===== config.mk =====
export PLATFORM = sky130hd
export DESIGN_NAME = tsie_divider
export DESIGN_NICKNAME = d
export VERILOG_FILES = /design/src/design/tsie_pkg.sv /design/src/design/tsie_divider.sv
export SDC_FILE = /design/constraint.sdc
export NUM_CORES = 1
export LEC_CHECK = 0
export BUFFER_PORTS_ARGS = -buffer_cell sky130_fd_sc_hd__buf_2
export CORE_ASPECT_RATIO = 0.5
export CORE_MARGIN = 2
export CORE_UTILIZATION = 35
export CTS_BUF_LIST = sky130_fd_sc_hd__clkbuf_2
export CTS_CLUSTER_SIZE = 24
export DETAILED_ROUTE_END_ITERATION = 10
export GPL_TIMING_DRIVEN = 0
export PLACE_DENSITY = 0.61
export SLEW_MARGIN = 30
export SYNTH_ARGS = -nofsm -noshare
export SYNTH_HDL_FRONTEND = slang
export SYNTH_SLANG_ARGS = --single-unit

===== constraint.sdc =====
create_clock -name aclk -period 3.2 [get_ports aclk]
set_input_delay 0.48 -clock aclk [delete_from_list [all_inputs] [get_ports aclk]]
set_output_delay 0.48 -clock aclk [all_outputs]
set_load 0.05 [all_outputs]

===== src/design/tsie_pkg.sv =====
// Types and constants of the two-stack instruction executor.
package tsie_pkg;

    localparam int WORD_W = 32;

    typedef logic [WORD_W-1:0] word_t;

    // instruction characters
    localparam logic [7:0] OP_DIGIT0 = 8'h30;
    localparam logic [7:0] OP_DIGIT9 = 8'h39;
    localparam logic [7:0] OP_ZERO   = 8'h5F;
    localparam logic [7:0] OP_INC    = 8'h29;
    localparam logic [7:0] OP_DEC    = 8'h28;
    localparam logic [7:0] OP_ADD    = 8'h2B;
    localparam logic [7:0] OP_SUB    = 8'h2D;
    localparam logic [7:0] OP_MUL    = 8'h2A;
    localparam logic [7:0] OP_DIV    = 8'h2F;
    localparam logic [7:0] OP_REM    = 8'h25;
    localparam logic [7:0] OP_AND    = 8'h26;
    localparam logic [7:0] OP_OR     = 8'h7C;
    localparam logic [7:0] OP_XOR    = 8'h24;
    localparam logic [7:0] OP_NEG    = 8'h60;
    localparam logic [7:0] OP_NOT    = 8'h7E;
    localparam logic [7:0] OP_DUP    = 8'h3A;
    localparam logic [7:0] OP_DROP   = 8'h3B;
    localparam logic [7:0] OP_TO_AUX = 8'h7D;
    localparam logic [7:0] OP_TO_MAIN = 8'h7B;
    localparam logic [7:0] OP_SWAP   = 8'h3D;
    localparam logic [7:0] OP_DEPTH  = 8'h23;
    localparam logic [7:0] OP_READC  = 8'h2C;
    localparam logic [7:0] OP_READI  = 8'h3F;
    localparam logic [7:0] OP_PUTC   = 8'h2E;
    localparam logic [7:0] OP_PUTI   = 8'h21;
    localparam logic [7:0] OP_NEWLINE = 8'h5C;
    localparam logic [7:0] OP_HALT   = 8'h40;

    // write kinds
    localparam logic [1:0] WK_NONE    = 2'd0;
    localparam logic [1:0] WK_CHAR    = 2'd1;
    localparam logic [1:0] WK_INT     = 2'd2;
    localparam logic [1:0] WK_NEWLINE = 2'd3;

    // fault codes
    localparam logic [1:0] FLT_NONE     = 2'd0;
    localparam logic [1:0] FLT_DIV_ZERO = 2'd1;
    localparam logic [1:0] FLT_OVERFLOW = 2'd2;

    typedef struct packed {
        logic busy;
        logic done;
    } div_status_t;

endpackage


===== src/design/tsie_divider.sv =====
// Restoring radix-2 unsigned divider, one quotient bit per cycle.
module tsie_divider (
    input  logic                  aclk,
    input  logic                  aresetn,
    input  logic                  start,
    input  tsie_pkg::word_t       dividend,
    input  tsie_pkg::word_t       divisor,
    output tsie_pkg::word_t       quotient,
    output tsie_pkg::word_t       remainder,
    output tsie_pkg::div_status_t status
);

    localparam int W  = tsie_pkg::WORD_W;
    localparam int CW = $clog2(W);

    logic            busy_reg, busy_next;
    logic            done_reg, done_next;
    logic [CW-1:0]   cnt_reg, cnt_next;
    tsie_pkg::word_t quo_reg, quo_next;
    tsie_pkg::word_t rem_reg, rem_next;
    tsie_pkg::word_t div_reg, div_next;
    logic [W:0]      shifted;
    logic [W:0]      diff;

    always_comb begin
        shifted   = {rem_reg, quo_reg[W-1]};
        diff      = shifted - {1'b0, div_reg};
        busy_next = busy_reg;
        done_next = done_reg;
        cnt_next  = cnt_reg;
        quo_next  = quo_reg;
        rem_next  = rem_reg;
        div_next  = div_reg;
        if (start) begin
            busy_next = 1'b1;
            done_next = 1'b0;
            cnt_next  = CW'(W - 1);
            quo_next  = dividend;
            rem_next  = '0;
            div_next  = divisor;
        end else if (busy_reg) begin
            if (!diff[W]) begin
                rem_next = diff[W-1:0];
                quo_next = {quo_reg[W-2:0], 1'b1};
            end else begin
                rem_next = shifted[W-1:0];
                quo_next = {quo_reg[W-2:0], 1'b0};
            end
            cnt_next = cnt_reg - CW'(1);
            if (cnt_reg == '0) begin
                busy_next = 1'b0;
                done_next = 1'b1;
            end
        end
    end

    always_ff @(posedge aclk) begin
        if (!aresetn) begin
            busy_reg <= 1'b0;
            done_reg <= 1'b0;
            cnt_reg  <= '0;
        end else begin
            busy_reg <= busy_next;
            done_reg <= done_next;
            cnt_reg  <= cnt_next;
        end
    end

    always_ff @(posedge aclk) begin
        quo_reg <= quo_next;
        rem_reg <= rem_next;
        div_reg <= div_next;
    end

    assign quotient    = quo_reg;
    assign remainder   = rem_reg;
    assign status.busy = busy_reg;
    assign status.done = done_reg;

endmodule


After elaboration in Yosys (flattened, before gate mapping). Cells that the tools add are included. W data, S select, Z words.

Register bits: 103. Bits of input ports: 67. Output and inout bits: 66. Word-level logic and storage cells: 22.

$add $sub $neg: 2. Mux-type cells: 9. Bitwise gates (word level): 1. Reductions and logical operators: 4.

Operator list (count): $mux W32 (3); $sub A33 B32 Y33 (1); $mux W5 (2); $logic_not A5 Y1 (1); $sub A5 B1 Y5 const B (1); $mux W1 (4); $reduce_and A2 Y1 (1); $reduce_bool A2 Y1 (1); $reduce_or A2 Y1 (1); $not A1 Y1 (1).

Depth between registers and ports, before layout. Gate-level depths: netlist of the first run.

Depth after elaboration: 4. Gate-level depth with buffers: 13. Depth with buffers taken out: 12.

Worst setup path after synthesis of the first run. No wires, ideal clock.

Path type: register -> register. Start: register quo_reg[31], in the netlist quotient[31]. End: register quo_reg[0], in the netlist quotient[0] (data pin). Data arrival time: 3.009 ns. Required time: 2.940 ns. Setup slack: -0.069 ns. Cell stages (with the launch flop): 13. Path buffers: 1. Clock period less this slack: 3.269 ns. Cell sequence: edfxtp_1 inv_1 ha_1 fa_1 nand2b_1 a21o_1 a21oi_2 a211oi_2 o21ai_1 mux2i_1 o21ai_2 clkbuf_1 mux2_2.

Word-level cells in the longest chain between the ends: 4.

Ends and longest elaborated chain: from (decl) (line tsie_divider.sv:19) `tsie_pkg::word_t quo_reg, quo_next;`; from (signal assigned) (line tsie_divider.sv:70) `quo_reg <= quo_next;`; $sub A33 B32 Y33 (line tsie_divider.sv:27) `diff = shifted - {1'b0, div_reg};`; $mux W1 (line tsie_divider.sv:42) `if (!diff[W]) begin`; $mux W32 (line tsie_divider.sv:41) `end else if (busy_reg) begin`; $mux W32 (line tsie_divider.sv:34) `if (start) begin`; via quo_next[0] (line tsie_divider.sv:19).

The timed path passes the listed nets, and every way through them passes these cells. The select of a mux whose other input is x is not followed. A chain may end at the register's enable or synchronous reset.

Final worst setup path of the first run.
Start: register div_reg[15]. End: register rem_reg[26], in the netlist remainder[26].

Word-level cells in the longest chain between the ends: 2.

Ends and longest elaborated chain: from (decl) (line tsie_divider.sv:21) `tsie_pkg::word_t div_reg, div_next;`; from (signal assigned) (line tsie_divider.sv:72) `div_reg <= div_next;`; $sub A33 B32 Y33 (line tsie_divider.sv:27); $mux W32 (line tsie_divider.sv:42); to (signal assigned) (line tsie_divider.sv:71) `rem_reg <= rem_next;`; to (decl) (line tsie_divider.sv:20) `tsie_pkg::word_t rem_reg, rem_next;`.

Every way passes these cells.

==> results of run 1 <==
==> cell usage in the layout (no fill, tap or decap), drive strengths merged, types with 20 or more instances in the layout <==
cell / instances
buf: 147
edfxtp: 64
inv: 51
nor2: 49
dfxtp: 39
ha: 34
dlygate4sd3: 33
mux2: 32
nand2: 30
a21oi: 30
clkbuf: 29
mux2i: 25
a211oi: 23
xnor2: 20
==> stage by stage <==
| stage | setup WS, ns | std cells | setup TNS (ns) | hold WS (ns) |
|---|---|---|---|---|
| floorplan | 0.0138 | 578 | 0 | 0.559 |
| global placement | -0.0966 | 937 | -0.107 | 0.500 |
| detailed placement | -0.129 | 937 | -0.191 | 0.510 |
| CTS | 0.0503 | 988 | 0 | 0.0127 |
| global route | -0.00235 | 994 | -0.00235 | 0.0227 |
| finish | 0.0979 | 994 | 0 | 0.0875 |
==> metal layers <==
metal,part of all wire (%),vias to the layer above
met1,48,2372
met4,1.1,0
met2,45,125
met3,6.1,15
met5,0,-
li1,-,2473
==> final timing paths <==
check / startpoint / endpoint / slack, ns
worst max-delay path: div_reg[15]$_DFFE_PP_ / remainder[26]$_SDFFE_PP0P_ / 0.1
worst min-delay path: dividend[9] / quotient[9]$_DFFE_PP_ / 0.09
worst max register to register: div_reg[15]$_DFFE_PP_ / remainder[26]$_SDFFE_PP0P_ / 0.1
worst min register to register: remainder[20]$_SDFFE_PP0P_ / remainder[20]$_SDFFE_PP0P_ / 0.54
==> repair_timing <==
| action | 4_1_cts | 5_1_grt |
|---|---|---|
| hold endpoints to repair | 32 | 2 |
| endpoints found under the setup margin | 25 | 33 |
| pin swaps | 2 | 4 |
| resized for setup | 3 | 17 |
| gates cloned | 0 | 0 |
| buffers inserted | 3 | 5 |
| hold buffers | 32 | 1 |
==> synth_stat cells, types with 3 or more instances <==
cell type / instances
a31oi_1: 3
clkbuf_1: 21
xnor2_1: 20
and3_1: 4
nand2b_1: 5
o21bai_1: 4
or3_1: 3
o311a_1: 4
buf_4: 4
o31ai_1: 3
mux2_2: 32
a21o_1: 14
inv_1: 48
nand2_1: 30
nor2_1: 49
nand4_1: 8
nor3_1: 11
o21ai_0: 15
or2_2: 5
edfxtp_1: 64
a211oi_1: 22
xor2_1: 11
o211ai_1: 5
dfxtp_1: 39
a21oi_1: 28
ha_1: 34
o21a_1: 11
nor2b_1: 7
nand3_1: 10
mux2i_1: 25
==> area by class of cell <==
| cell class | instances | share of cell area, % |
|---|---|---|
| clock buffers | 9 | 0.597 |
| multi-input cells | 400 | 40.2 |
| flip-flops and latches | 103 | 35.8 |
| clock inverters | 7 | 1.34 |
| well taps | 227 | 3.77 |
| plain buffers | 27 | 1.96 |
| inverters | 48 | 2.39 |
| repair buffers | 173 | 13.9 |
==> power by group through the flow <==
stage,sequential [W],clock (W),combinational [W]
final,0.00163,0.000762,0.00141
after global routing,0.00165,0.000828,0.00153
after CTS,0.00164,0.000789,0.00136
after detailed placement,0.00166,0,0.00131
after global placement,0.00166,0,0.00129
after floorplan,0.00193,0,0.000710
==> critical path, delay by kind of cell (launching register included) <==
| kind | cells | cell delay (ns) |
|---|---|---|
| AO/OA/AOI/OAI | 5 | 0.92 |
| AND/OR/NAND/NOR | 3 | 0.89 |
| flip-flops | 1 | 0.41 |
| adder cells (fa/ha/maj) | 1 | 0.37 |
| multiplexers | 1 | 0.25 |
| buffers and inverters | 2 | 0.24 |
==> logic make-up after synthesis <==
group / share of synthesized area, %
adder cells (fa/ha/maj): 7.48
multiplexers: 10.3
XOR/XNOR: 4.56
flip-flops: 45.4
AO/OA/AOI/OAI: 15.9
buffers and inverters: 5.11
AND/OR/NAND/NOR: 11.3
==> impl_metrics.json, run 1 <==
{
  "multiInputGateArea_mm2": 0.00303,
  "cap_violations": 0,
  "drive_gt1_share_pct": 28.4,
  "drt_iter0_drc": 321,
  "synth_edf_count": 64,
  "period_share_pct": 96.9,
  "fmax_ghz": 0.322,
  "antenna_found_initial": 0,
  "nets": 864,
  "internal-power_w": 0.00235,
  "gr-usage-met3_pct": 4.81,
  "grt_pass1_wl_mm": 24.7,
  "grt_max_degree": 37,
  "relSlewSlack_pct": 38.7,
  "hold_violations": 0,
  "core-area_mm2": 0.0165,
  "crit_required_ns": 3.83,
  "clockPowerShare_pct": 20.0,
  "cts.sinks": 103,
  "crit_slowest_cell": "or3_1",
  "gp_congestion": 0.896,
  "worstPathMaxFanout": 10,
  "start_util_pct": 36.0,
  "gr-usage-met2_pct": 29.0,
  "placed_area_mm2": 0.00690,
  "hold_depth": 2,
  "seqPwrFrac_pct": 43.0,
  "p_sw_w": 0.00145,
  "finalWirelength_mm": 15.5,
  "ys_warn_count": 0,
  "die_x_um": 188,
  "drtPass1Iterations": 4,
  "via_per_inst": 5.02,
  "regArea_mm2": 0.00270,
  "ys_seq_area_share_pct": 45.4,
  "cts_tree": "done",
  "synthCells": 578,
  "postLayoutCoreUtil_pct": 45.7,
  "power_switching_share_pct": 38.2,
  "post_drt_wl_per_cell_um": 15.6,
  "cpMostUsedCell": "or3_1",
  "worstPathCellList": "inv_1, ha_1, a21oi_2, o21ai_1, or3_1, a211oi_4, o21ai_2, mux2i_2, o21ai_4, buf_6, or3_1, nand3_1",
  "min_path_type": "in2reg",
  "syn_area_mm2": 0.00595,
  "clock-root-buffer": "clkbuf_2",
  "design_area_mm2": 0.00754,
  "cts.clk_slew.worst_paths_ns": 0.32,
  "clock_latency_ns": 0.66,
  "worstSetupStartpointType": "flip-flop",
  "yosysUniqueCellTypes": 57,
  "ant_nets": 0,
  "tightest_slew_ns": 0.920,
  "cts-buffers-inserted": 9,
  "grtUsageTotal_pct": 17.5,
  "vias": 4985,
  "cts_buffer_depth": 2,
  "vdd.ir_drop.worst_v": 0.000211,
  "cpPeakStageDelay_ns": 0.42,
  "top_usage_layer": "met2",
  "power_density_mw_per_mm2": 504,
  "worstPathArrival_ns": 3.73,
  "fillCellCount": 1618,
  "reg2reg_depth": 12,
  "ys_ff_latch": 103,
  "cts.htree.levels": 3,
  "synth_top_cell_by_area": "edfxtp_1",
  "period_needed_ns": 3.10,
  "die_area_mm2": 0.0181,
  "rows": 33,
  "synthesis.nets": 680,
  "syn_to_final_growth_pct": 26.7,
  "combPwrFrac_pct": 37.0,
  "netlist.area_leader.share_pct": 32.3,
  "io_pins": 133,
  "clock_skew_ns": 0.0469,
  "synth_area_leaders": "edfxtp_1 (32%), dfxtp_1 (13%), ha_1 (7.1%), mux2_2 (6.1%), mux2i_1 (4.2%)",
  "async_reset_ff_share_pct": 0,
  "antenna_cells": 0,
  "avgSynthCellArea_um2": 10.3,
  "criticalPathCategory": "reg2reg",
  "status": "finished, final reports clean",
  "grt_pass1_vias": 4806,
  "io_buffers": 132,
  "critPathCaptureType": "flip-flop",
  "grt_overflow": 0,
  "setup_violations": 0,
  "die_y_um": 96.2,
  "global_route.usage.met1_pct": 23.1,
  "dp_hpwl_mm": 11.3,
  "total_power_w": 0.00380,
  "synthFlopType": "edfxtp_1",
  "p_leak_nw": 3.30,
  "drcViolationCount": 0,
  "drv_slew": 0
}
No activity file was read; power rests on OpenSTA's default activity.
==> run 2, diff against run 1 <==
--- a/config.mk
+++ b/config.mk
@@ -13,6 +13,7 @@
 export CTS_CLUSTER_SIZE = 24
 export DETAILED_ROUTE_END_ITERATION = 10
 export GPL_TIMING_DRIVEN = 0
+export HOLD_SLACK_MARGIN = 0.12
 export PLACE_DENSITY = 0.61
 export SLEW_MARGIN = 30
 export SYNTH_ARGS = -nofsm -noshare
==> constraint.sdc (replaced) <==
create_clock -name aclk -period 3.1 [get_ports aclk]
set_input_delay 0.465 -clock aclk [delete_from_list [all_inputs] [get_ports aclk]]
set_output_delay 0.465 -clock aclk [all_outputs]
set_load 0.05 [all_outputs]
==> impl_metrics.json, run 2 (synthesis gave the netlist of run 1 again) <==
{
  "drcViolationCount": 0,
  "clock_skew_ns": 0.0456,
  "critPathCaptureType": "flip-flop",
  "gp_congestion": 0.922,
  "clock-root-buffer": "clkbuf_2",
  "cts_buffer_depth": 2,
  "mostFrequentLayoutCells": "buf_2 (132), dlygate4sd3_1 (65), edfxtp_1 (64)",
  "design_area_mm2": 0.00782,
  "drv_slew": 0,
  "hold_ws_ns": 0.501,
  "grt_max_degree": 37,
  "cts-buffers-inserted": 9,
  "rows": 33,
  "final.setup.tns_ns": 0,
  "worstPathArrival_ns": 3.47,
  "setup_violations": 0,
  "die_x_um": 188,
  "grt_pass1_wl_mm": 25.6,
  "io_buffers": 132,
  "die_area_mm2": 0.0181,
  "start_util_pct": 36.0,
  "drtPass1Iterations": 5,
  "postLayoutCoreUtil_pct": 47.4,
  "die_y_um": 96.2,
  "worstPathMaxFanout": 10,
  "cts.sinks": 103,
  "post_drt_wl_per_cell_um": 15.6,
  "drt_iter0_drc": 285,
  "dp_hpwl_mm": 11.2,
  "tightest_slew_ns": 0.952,
  "cts.htree.levels": 3,
  "status": "finished, final reports clean",
  "power_density_mw_per_mm2": 505,
  "hold_violations": 0,
  "cts_tree": "done",
  "antenna_found_initial": 1,
  "vdd.ir_drop.worst_v": 0.000199,
  "crit_required_ns": 3.53,
  "grt_pass1_vias": 4994,
  "rsz0062_at_grt": "true",
  "syn_to_final_growth_pct": 31.4,
  "final_common_cell": "buf_2",
  "core-area_mm2": 0.0165,
  "clock_latency_ns": 0.63,
  "fillCellCount": 1608,
  "via_per_inst": 5.02,
  "ant_nets": 0,
  "fmax_ghz": 0.329,
  "min_path_type": "in2reg",
  "grt_overflow": 0,
  "drive_gt1_share_pct": 27.1,
  "cap_violations": 0,
  "vias": 5142,
  "dp.cells": 937,
  "placed_area_mm2": 0.00692,
  "period_share_pct": 98.0,
  "cts.clk_slew.worst_paths_ns": 0.33,
  "final_cell_count_no_fill": 1025,
  "criticalPathCategory": "reg2reg",
  "grtUsageTotal_pct": 18.1,
  "io_pins": 133,
  "relSlewSlack_pct": 36.5,
  "finalWirelength_mm": 16.0,
  "nets": 894,
  "worstSetupStartpointType": "flip-flop",
  "p_leak_nw": 3.43,
  "period_needed_ns": 3.04
}
## run 2: cell types whose count changed in the layout (fill, tap and decap cells not counted), sizes merged
cell         change
clkbuf           +1
buf              -2
diode            +1
clkinv           -1
dlygate4sd3     +32
## run 2: final timing paths
kind,start,to,slack [ns],cells after the start
worst max-delay path,quotient[31]$_DFFE_PP_,quotient[0]$_DFFE_PP_,0.06,12
worst min register to register,remainder[27]$_SDFFE_PP0P_,remainder[27]$_SDFFE_PP0P_,0.53,2
worst max register to register,quotient[31]$_DFFE_PP_,quotient[0]$_DFFE_PP_,0.06,12
worst min-delay path,divisor[20],div_reg[20]$_DFFE_PP_,0.50,2
## run 2: area by class of cell
cell class	count	area [um^2]	area share, %
multi-input combinational	400	3010	38.4
tap	227	284	3.63
clock buffer	10	50.0	0.640
clock inverter	6	100	1.28
buffer	27	139	1.78
antenna	1	2.50	0.0320
timing repair buffer	203	1360	17.3
sequential	103	2700	34.6
inverter	48	180	2.30
## run 2: metrics by stage
| stage | setup WS (ns) | total power [W] |
|---|---|---|
| after floorplan | 0.0177 | 0.00273 |
| after global placement | 0.00533 | 0.00306 |
| after global routing | -0.0317 | 0.00418 |
| final | 0.0634 | 0.00395 |
| after CTS | 0.00719 | 0.00396 |
| after detailed placement | -0.0324 | 0.00308 |
## run 2: critical path, stage by stage (launching register included)
cell      delay, ns
edfxtp_1       0.43
inv_1          0.06
ha_2           0.18
fa_2           0.36
nand2b_4       0.16
a21o_1         0.22
a21oi_4        0.22
a211oi_4       0.11
o21ai_2        0.21
mux2i_1        0.24
o21ai_2        0.17
clkbuf_8       0.22
mux2_2         0.26
## run 2: what timing repair did
item	CTS	global route
hold buffers	65	0
resized for setup	3	11
endpoints found under the setup margin	25	32
buffers inserted	2	4
pin swaps	1	3
hold endpoints to repair	71	0
## run 2: where the power goes
part / total [W] / switching, W / internal, W
clock: 0.000796 / 0.000509 / 0.000287
sequential: 0.00169 / 0.0000906 / 0.00160
combinational: 0.00146 / 0.000908 / 0.000555
## run 2: layer usage
metal	wire [um]	GRT usage [%]	up-vias	part of all wire, %
li1	-	-	2532	-
met1	7620	23.9	2432	48
met2	7220	29.7	167	45
met3	1030	4.81	11	6.4
met4	155	4.88	0	0.97
met5	0	0	-	0
==> run 3, diff against run 2 <==
--- a/config.mk
+++ b/config.mk
@@ -5,6 +5,7 @@
 export SDC_FILE = /design/constraint.sdc
 export NUM_CORES = 1
 export LEC_CHECK = 0
+export ABC_AREA = 1
 export BUFFER_PORTS_ARGS = -buffer_cell sky130_fd_sc_hd__buf_2
 export CORE_ASPECT_RATIO = 0.5
 export CORE_MARGIN = 2
@@ -12,9 +13,10 @@
 export CTS_BUF_LIST = sky130_fd_sc_hd__clkbuf_2
 export CTS_CLUSTER_SIZE = 24
 export DETAILED_ROUTE_END_ITERATION = 10
+export GPL_ROUTABILITY_DRIVEN = 0
 export GPL_TIMING_DRIVEN = 0
 export HOLD_SLACK_MARGIN = 0.12
-export PLACE_DENSITY = 0.61
+export PLACE_DENSITY = 0.6
 export SLEW_MARGIN = 30
 export SYNTH_ARGS = -nofsm -noshare
 export SYNTH_HDL_FRONTEND = slang
==> impl_metrics.json, run 3 <==
{
  "status": "finished, final reports clean",
  "grt_overflow": 0,
  "post_drt_wl_per_cell_um": 12.4,
  "synth_edf_count": 64,
  "min_path_type": "in2reg",
  "worstPathCellList": "inv_1, ha_1, fa_1, inv_1, nand2_1, nand2_1, nand3_1, nand2_2, nand2_1, nand2_2, nand2_2, nand2_2, nand2_1, nand2_4, buf_6, o21ai_0",
  "synth_area_leaders": "edfxtp_1 (28%), nand2_1 (25%), inv_1 (11%), dfxtp_1 (11%), ha_1 (6.1%)",
  "drt_iter0_drc": 405,
  "ant_nets": 0,
  "nets": 1348,
  "die_y_um": 104,
  "postLayoutCoreUtil_pct": 44.8,
  "fmax_ghz": 0.380,
  "avgSynthCellArea_um2": 6.68,
  "antenna_found_initial": 2,
  "mostFrequentLayoutCells": "nand2_1 (468), inv_1 (211), buf_2 (134)",
  "drtPass1Iterations": 6,
  "fillCellCount": 2013,
  "clock_latency_ns": 0.67,
  "finalWirelength_mm": 18.9,
  "netlist.area_leader.share_pct": 27.7,
  "cts.clk_slew.worst_paths_ns": 0.31,
  "yosysUniqueCellTypes": 39,
  "rsz0062_at_grt": "false",
  "cpPeakStageDelay_ns": 0.45,
  "critPathCaptureType": "flip-flop",
  "via_per_inst": 4.46,
  "io_buffers": 132,
  "syn_area_mm2": 0.00693,
  "hold_violations": 0,
  "synth_top_cell_by_area": "edfxtp_1",
  "cap_violations": 0,
  "grtUsageTotal_pct": 18.5,
  "die_area_mm2": 0.0210,
  "cts_tree": "done",
  "tightest_slew_ns": 0.883,
  "dp_hpwl_mm": 14.6,
  "cts.sinks": 103,
  "grt_pass1_vias": 6503,
  "ys_warn_count": 0,
  "relSlewSlack_pct": 41.1,
  "drcViolationCount": 0,
  "cts_setup_buffers": 0,
  "rows": 36,
  "multiInputGateArea_mm2": 0.00326,
  "grt_pass1_wl_mm": 31.4,
  "cts_buffer_depth": 2,
  "ys_seq_area_share_pct": 39.0,
  "die_x_um": 203,
  "clock-root-buffer": "clkbuf_2",
  "drive_gt1_share_pct": 14.8,
  "regArea_mm2": 0.00270,
  "io_pins": 133,
  "synthCells": 1038,
  "worstPathMaxFanout": 10,
  "post-synth-top-count-cell": "nand2_1",
  "vias": 6775,
  "period_share_pct": 85.0,
  "final.setup.tns_ns": 0,
  "final_common_cell": "nand2_1",
  "crit_buf_inv": 3,
  "cts.htree.levels": 3,
  "worstPathArrival_ns": 3.09,
  "setup_violations": 0,
  "synthTopCellsByCount": "nand2_1 (468), inv_1 (212), edfxtp_1 (64), nand3_1 (55), nor2_1 (48)",
  "grt_max_degree": 36,
  "start_util_pct": 35.7,
  "worstSetupStartpointType": "flip-flop",
  "synthFlopType": "edfxtp_1",
  "cts-buffers-inserted": 9,
  "async_reset_ff_share_pct": 0,
  "period_needed_ns": 2.64,
  "ys_ff_latch": 103,
  "vdd.ir_drop.worst_v": 0.000220,
  "clock_skew_ns": 0.0515,
  "drv_slew": 0,
  "core-area_mm2": 0.0194,
  "crit_required_ns": 3.55,
  "syn_to_final_growth_pct": 25.5,
  "critPathTopFamily": "simple AND/OR/NAND/NOR gates",
  "synthesis.nets": 1140,
  "crit_slowest_cell": "edfxtp_1",
  "criticalPathCategory": "reg2reg",
  "power_density_mw_per_mm2": 341,
  "p_leak_nw": 4.87
}
-- run 3: worst register-to-register path, stage by stage, from the launching register on --
cell and delay [ns]:
edfxtp_1 0.45, inv_1 0.07, ha_1 0.23, fa_1 0.41, inv_1 0.09, nand2_1 0.05, nand2_1 0.07, nand3_1 0.10
nand2_2 0.13, nand2_1 0.07, nand2_2 0.11, nand2_2 0.09, nand2_2 0.07, nand2_1 0.08, nand2_4 0.13, buf_6 0.18
o21ai_0 0.09
-- run 3: through the flow --
stage          cell area [um^2]  setup slack [ns]  total power, W  hold WS (ns)  cells
6_report                   8690             0.465         0.00296         0.450   1519
5_1_grt                    8690             0.221         0.00312         0.394   1519
4_1_cts                    8690             0.465         0.00300         0.378   1517
3_5_place_dp               7920             0.340         0.00224         0.469   1436
3_3_place_gp               7920             0.300         0.00223         0.461   1436
2_1_floorplan              6930             0.495         0.00205         0.446   1038
-- run 3: final timing paths --
check	from	endpoint	slack [ns]	cells past startpoint
worst max-delay path	quotient[31]$_DFFE_PP_	quotient[0]$_DFFE_PP_	0.46	16
worst max register to register	quotient[31]$_DFFE_PP_	quotient[0]$_DFFE_PP_	0.46	16
worst min register to register	cnt_reg[3]$_SDFFE_PN0P_	cnt_reg[3]$_SDFFE_PN0P_	0.50	2
worst min-delay path	start	div_reg[0]$_DFFE_PP_	0.45	1
-- run 3: logic make-up (layout without fill, tap and decap cells) --
family	count (synthesis)	count (layout)	share of synthesized area, %
other	0	2	0
xor gates and xnor gates	15	15	1.90
buffers and inverters	238	451	13.9
and+or+nand+nor	614	614	36.1
DFF	103	103	39.0
AOI/OAI and AO/OA	33	33	2.71
adders and majority gates	35	35	6.43
-- run 3: area by class of cell --
type | count | share of cell area (%)
sequential | 103 | 31.1
multi-input combinational | 697 | 37.5
timing repair buffer | 197 | 15.1
clock buffer | 10 | 0.576
clock inverter | 6 | 0.748
buffer | 21 | 1.73
tap | 266 | 3.83
antenna | 2 | 0.0576
inverter | 217 | 9.37
-- run 3: per-layer routing --
layer | up-vias | routed length (um) | global-route usage, %
met3 | 16 | 1170 | 4.69
met1 | 3036 | 9200 | 24.8
met4 | 0 | 200 | 4.38
li1 | 3537 | - | -
met5 | - | 0 | 0
met2 | 186 | 8320 | 29.9
-- run 3: timing repair --
action                     in CTS  in global routing
hold buffers                   65                  0
gates resized for setup         0                  0
setup endpoints to repair       0                  0
hold endpoints to repair       71                  0
-- run 3: power breakdown --
part | internal (W) | switching [W]
clock network | 0.000195 | 0.000488
logic | 0.000221 | 0.000453
registers | 0.00156 | 0.0000431
